## src/rtl/cgs_pkg.sv

```systemverilog
package cgs_pkg;

   localparam int MAX_STOPS  = 4;
   localparam int STOP_IDX_W = $clog2(MAX_STOPS);
   localparam int CNT_W      = 3;
   localparam int T_W        = 17;
   localparam int CH_W       = 8;
   localparam int NUM_CH     = 4;
   localparam int RGBA_W     = CH_W * NUM_CH;
   localparam int WORD_W     = T_W + RGBA_W;
   localparam int CSR_IDX_W  = 3;
   localparam int NUM_W      = CH_W + T_W;
   localparam int DIV_STEPS  = CH_W;

   localparam logic [T_W-1:0] ONE_Q16 = T_W'(65536);

   // register indexes
   localparam logic [CSR_IDX_W-1:0] REG_STOP_COUNT = CSR_IDX_W'(0);
   localparam logic [CSR_IDX_W-1:0] REG_STOP_BASE  = CSR_IDX_W'(1);

   // one channel's work handed to the divide lane
   typedef struct packed {
      logic [CH_W-1:0]  ca;
      logic             neg;
      logic [NUM_W-1:0] num;
      logic [T_W-1:0]   span;
   } lane_in_type;

endpackage

```

## src/rtl/cgs_lerp_lane.sv

```systemverilog
// One channel: restoring divide, one quotient bit per stage, then ca +/- q.
module cgs_lerp_lane (
   input  logic                        clock,
   input  logic                        advance,
   input  cgs_pkg::lane_in_type        lane_in,
   output logic [cgs_pkg::CH_W-1:0]    color
);

   logic [cgs_pkg::NUM_W-1:0]     rem_ff  [cgs_pkg::DIV_STEPS];
   logic [cgs_pkg::CH_W-1:0]      quo_ff  [cgs_pkg::DIV_STEPS];
   logic [cgs_pkg::CH_W-1:0]      ca_ff   [cgs_pkg::DIV_STEPS];
   logic                          neg_ff  [cgs_pkg::DIV_STEPS];
   logic [cgs_pkg::T_W-1:0]       span_ff [cgs_pkg::DIV_STEPS];
   logic [cgs_pkg::CH_W-1:0]      color_ff;
   logic [cgs_pkg::CH_W-1:0]      color_in;

   for (genvar j = 0; j < cgs_pkg::DIV_STEPS; j++) begin : g_step
      logic [cgs_pkg::NUM_W-1:0] rem_src;
      logic [cgs_pkg::CH_W-1:0]  quo_src;
      logic [cgs_pkg::CH_W-1:0]  ca_src;
      logic                      neg_src;
      logic [cgs_pkg::T_W-1:0]   span_src;
      logic [cgs_pkg::NUM_W-1:0] trial;
      logic [cgs_pkg::NUM_W-1:0] rem_in;
      logic [cgs_pkg::CH_W-1:0]  quo_in;

      if (j == 0) begin : g_first
         assign rem_src  = lane_in.num;
         assign quo_src  = '0;
         assign ca_src   = lane_in.ca;
         assign neg_src  = lane_in.neg;
         assign span_src = lane_in.span;
      end else begin : g_next
         assign rem_src  = rem_ff[j-1];
         assign quo_src  = quo_ff[j-1];
         assign ca_src   = ca_ff[j-1];
         assign neg_src  = neg_ff[j-1];
         assign span_src = span_ff[j-1];
      end

      // divisor aligned to quotient bit (DIV_STEPS-1-j)
      assign trial = cgs_pkg::NUM_W'(span_src) << (cgs_pkg::DIV_STEPS - 1 - j);

      always_comb begin
         rem_in = rem_src;
         quo_in = quo_src;
         if (rem_src >= trial) begin
            rem_in = rem_src - trial;
            quo_in[cgs_pkg::DIV_STEPS-1-j] = 1'b1;
         end
      end

      always_ff @(posedge clock) begin
         if (advance) begin
            rem_ff[j]  <= rem_in;
            quo_ff[j]  <= quo_in;
            ca_ff[j]   <= ca_src;
            neg_ff[j]  <= neg_src;
            span_ff[j] <= span_src;
         end
      end
   end

   // q never exceeds |cb - ca|, so the result stays in 0..255
   assign color_in = neg_ff[cgs_pkg::DIV_STEPS-1]
                   ? ca_ff[cgs_pkg::DIV_STEPS-1] - quo_ff[cgs_pkg::DIV_STEPS-1]
                   : ca_ff[cgs_pkg::DIV_STEPS-1] + quo_ff[cgs_pkg::DIV_STEPS-1];

   always_ff @(posedge clock) begin
      if (advance) begin
         color_ff <= color_in;
      end
   end

   assign color = color_ff;

endmodule

```

## config.mk

```make
export PLATFORM = sky130hd
export DESIGN_NAME = cgs_lerp_lane
export DESIGN_NICKNAME = d
export VERILOG_FILES = /design/src/rtl/cgs_pkg.sv /design/src/rtl/cgs_lerp_lane.sv
export SDC_FILE = /design/constraint.sdc
export NUM_CORES = 1
export LEC_CHECK = 0
export ABC_CLOCK_PERIOD_IN_PS = 3290
export BUFFER_PORTS_ARGS = -buffer_cell sky130_fd_sc_hd__buf_2
export CELL_PAD_IN_SITES_DETAIL_PLACEMENT = 1
export CELL_PAD_IN_SITES_GLOBAL_PLACEMENT = 2
export CORE_AREA = 8 8 240 242
export CTS_BUF_LIST = sky130_fd_sc_hd__clkbuf_4 sky130_fd_sc_hd__clkbuf_8
export DETAILED_ROUTE_END_ITERATION = 10
export DIE_AREA = 0 0 248 250
export GPL_TIMING_DRIVEN = 0
export MAX_ROUTING_LAYER = met4
export PLACE_DENSITY_LB_ADDON = 0.25
export RECOVER_POWER = 100
export SLEW_MARGIN = 0
export SYNTH_ARGS = -nofsm -noshare
export SYNTH_HDL_FRONTEND = slang
export SYNTH_SLANG_ARGS = --single-unit
export TNS_END_PERCENT = 100
```

## constraint.sdc

```tcl
create_clock -name clock -period 3.29 [get_ports clock]
set_clock_uncertainty 0.2 [all_clocks]
set_input_delay 0 -clock clock [delete_from_list [all_inputs] [get_ports clock]]
set_output_delay 0 -clock clock [all_outputs]
set_load 0.005 [all_outputs]
```

==> run_results.csv <==
group,metric,value,unit
worst_hold_path,hold_start,"lane_in[39]",
critical_path,arrival,3430,ps
die,num_rows,85,
grt,grt_pass1_vias,16400,
logic_synthesis,ys_top_cells_by_count,"edfxtp_1, inv_1, ha_1",
logic_synthesis,synth_most_common_cell,"edfxtp_1",
logic_synthesis,synth_top_area_share,0.567,
logic_synthesis,async_flop_share,0,
worst_hold_path,hold_depth,3,
critical_path,cp-end-kind,"flip-flop",
critical_path,reg2reg_depth,7,
layout,postLayoutCellArea,0.0259,mm²
power,total_power,19.1,mW
sta,fmax,309,MHz
worst_hold_path,min_to,"rem_ff[0][22]$_DFFE_PP_",
cts,root_buffer,"clkbuf_8",
cts,htreeDepth,3,
critical_path,regToRegSetupSlack,60,ps
logic_synthesis,synth_top_area_cell,"edfxtp_1",
critical_path,cpMaxStageDelayCell,"or4_4",
critical_path,crit_type,"reg -> reg",
logic_synthesis,synth_cell_types,78,
routing,finalWirelength,51800,µm
die,die_w,248,µm
routing,vias_per_cell,5.20,
job,cap_violations,0,
cts,clock_latency,680,ps
critical_path,path_cells,"ha_4 -> or3b_1 -> or4_4 -> o211ai_4 -> o31a_1 -> o31ai_2 -> mux2_1",
die,start_util,0.406,
placed_design,dp_hpwl,38800,µm
routing,remaining_drc_errors,0,
logic_synthesis,synth_edf_count,410,
placed_design,gp_congestion,0.898,
layout,n_fill_cell,5721,
power,max-vdd-ir-drop,0.000293,V
status,status,"complete, but fails checks",
placed_design,place_ws,-866,ps
placed_design,placed_area,0.0230,mm²
logic_synthesis,synthTopCellsByArea,"edfxtp_1, ha_1, a21oi_1",
critical_path,cp_data_required_time,3490,ps
logic_synthesis,synth_warnings,0,
routing,vias,14900,
cts,cts.sink_count,410,
layout,instances_no_fill,2855,
worst_hold_path,hold_path_class,"in -> reg",
power,p_leak,10.1,nW
die,die_y,250,µm
die,core_region_area,0.0535,mm²
status,violations,"max-slew violations",
logic_synthesis,synth.avg_cell_area,11.8,µm²
grt,overflow,0,
sta,fin_hold_ws,39.6,ps
die,die_area,0.0620,mm²
grt,grt_max_degree,117,
layout,drive_gt1_frac,0.117,
cts,cts_tree,"built",
critical_path,cp-start-kind,"flip-flop",
grt,grt_pass1_wl,82400,µm
cts,clock_path_buffers,3,
critical_path,critPathMaxStageDelay,500,ps
logic_synthesis,netlist_area,0.0217,mm²
placed_design,dpl.cell_count,2600,
routing,drt_pass1_iterations,5,
sta,setup_tns,0,ps
logic_synthesis,ys_seq_elements,410,
sta,slew_violations,97,
sta,rsz0062_at_grt,"yes",
placed_design,io_buffers,60,
sta,worst_pin_slew,1510,ps
logic_synthesis,synth.yosys.seq_area_share,0.567,
routing,ant_nets,0,
sta,slew-limit-headroom,-0.00859,
cts,numCtsBuffers,73,
layout,area.growth.synth_to_final,19.1,%
sta,final_hold_viol_count,0,
critical_path,rr_startpoint,"rem_ff[4][7]$_DFFE_PP_",
cts,cts.clk_slew.worst_paths,50,ps
sta,fin_ws,58.7,ps
grt,grtUsageTotal,0.172,
logic_synthesis,syn_inst,1841,
grt,antenna_found_initial,1,
routing,wl_per_cell,18.2,µm
sta,period_needed,3230,ps
sta,finalSetupViolations,0,
critical_path,r2r_end,"rem_ff[5][6]$_DFFE_PP_",
logic_synthesis,synthFlopType,"edfxtp_1",
critical_path,worstPathMaxFanout,5,
power,power_per_cell_area,738,mW/mm²
sta,finalCritPeriodShare,0.982,
die,ios,61,
layout,final_nets,2308,
routing,drtIter0Drc,623,
layout,final_util,0.483,
logic_synthesis,synth_nets,2046,
routing by layer:
| metal | global-route usage | up-vias | wire length (µm) |
|---|---|---|---|
| met3 | 0.0267 | 136 | 1400 |
| met1 | 0.163 | 7115 | 19400 |
| met2 | 0.324 | 235 | 28400 |
| met5 | - | - | 0 |
| met4 | 0.101 | 0 | 2690 |
| li1 | - | 7364 | - |
flip-flops by register name, summed over array words and instances (netlist names):
register and count:
ca_ff 64, neg_ff 8, quo_ff 36, span_ff 119, color 8, rem_ff 175
final cells by class:
cell class | count | area [µm²] | share of cell area
antenna | 1 | 2.50 | 0.0000968
buffer | 33 | 195 | 0.00755
timing repair buffer | 191 | 1540 | 0.0596
clock inverter | 34 | 262 | 0.0101
tap | 696 | 871 | 0.0337
sequential | 410 | 12300 | 0.476
multi-input combinational | 1220 | 8840 | 0.342
inverter | 174 | 653 | 0.0253
clock buffer | 96 | 1180 | 0.0455
timing repair:
action	CTS	global route
pin swaps	3	13
hold buffers	106	4
resized for setup	50	27
setup buffers	5	12
cloned	1	1
endpoints found under the setup margin	123	81
endpoints found under the hold margin	153	2
critical path, delay by kind of cell (launching register included):
kind                       cells  cell delay [ps]
AOI/OAI and AO/OA              3              750
adders and majority gates      1              340
DFF                            1              440
muxes                          1              380
and+or+nand+nor                2              870
worst max path at each step:
stage / start / to / slack [ps] / cells after the start
after floorplan: rem_ff[5][1]$_DFFE_PP_ / rem_ff[6][21]$_DFFE_PP_ / 210 / 11
after detailed placement: rem_ff[1][5]$_DFFE_PP_ / rem_ff[2][5]$_DFFE_PP_ / -870 / 11
after CTS: rem_ff[0][9]$_DFFE_PP_ / rem_ff[1][19]$_DFFE_PP_ / 6 / 9
after global routing: lane_in[8] / rem_ff[0][16]$_DFFE_PP_ / -40 / 10
after global placement: advance / rem_ff[0][0]$_DFFE_PP_ / -3700 / 1
final: rem_ff[4][7]$_DFFE_PP_ / rem_ff[5][6]$_DFFE_PP_ / 60 / 7
logic make-up after synthesis:
| family | synth area share |
|---|---|
| fa+ha+maj | 0.0903 |
| mux | 0.0192 |
| flops | 0.567 |
| xor+xnor | 0.0492 |
| simple gates | 0.0984 |
| buf+inv | 0.0380 |
| compound gates | 0.138 |
where the power goes:
part / internal [mW] / switching, mW
logic: 2.87 / 3.77
registers: 7.16 / 0.590
clock network: 2.53 / 2.14
cells in the final DEF (no fill, tap or decap), types with 9 or more instances in the layout:
master         instances
o21ai_1               65
clkbuf_1              37
edfxtp_1             410
xnor2_1               74
a21oi_1              131
clkbuf_4              26
and2_1                10
o211ai_1              14
a211oi_1              19
o21a_1                17
and3_1                 9
o31ai_1               11
mux2_1                26
o21ai_0               62
clkbuf_2              10
nand3_1               26
a21o_1                46
clkinv_1              15
clkinv_2               9
nand4_1               17
nor2b_1               20
a31oi_1               16
ha_1                 140
nand2b_1              25
nand2_1              130
o21bai_1              13
inv_1                168
buf_4                 19
buf_2                 36
o31a_1                12
nor3_1                25
nor2_1               105
mux2i_1                9
dlygate4sd3_1        110
xor2_1                48
clkbuf_8              73
Power figures use the tool's default switching activity.
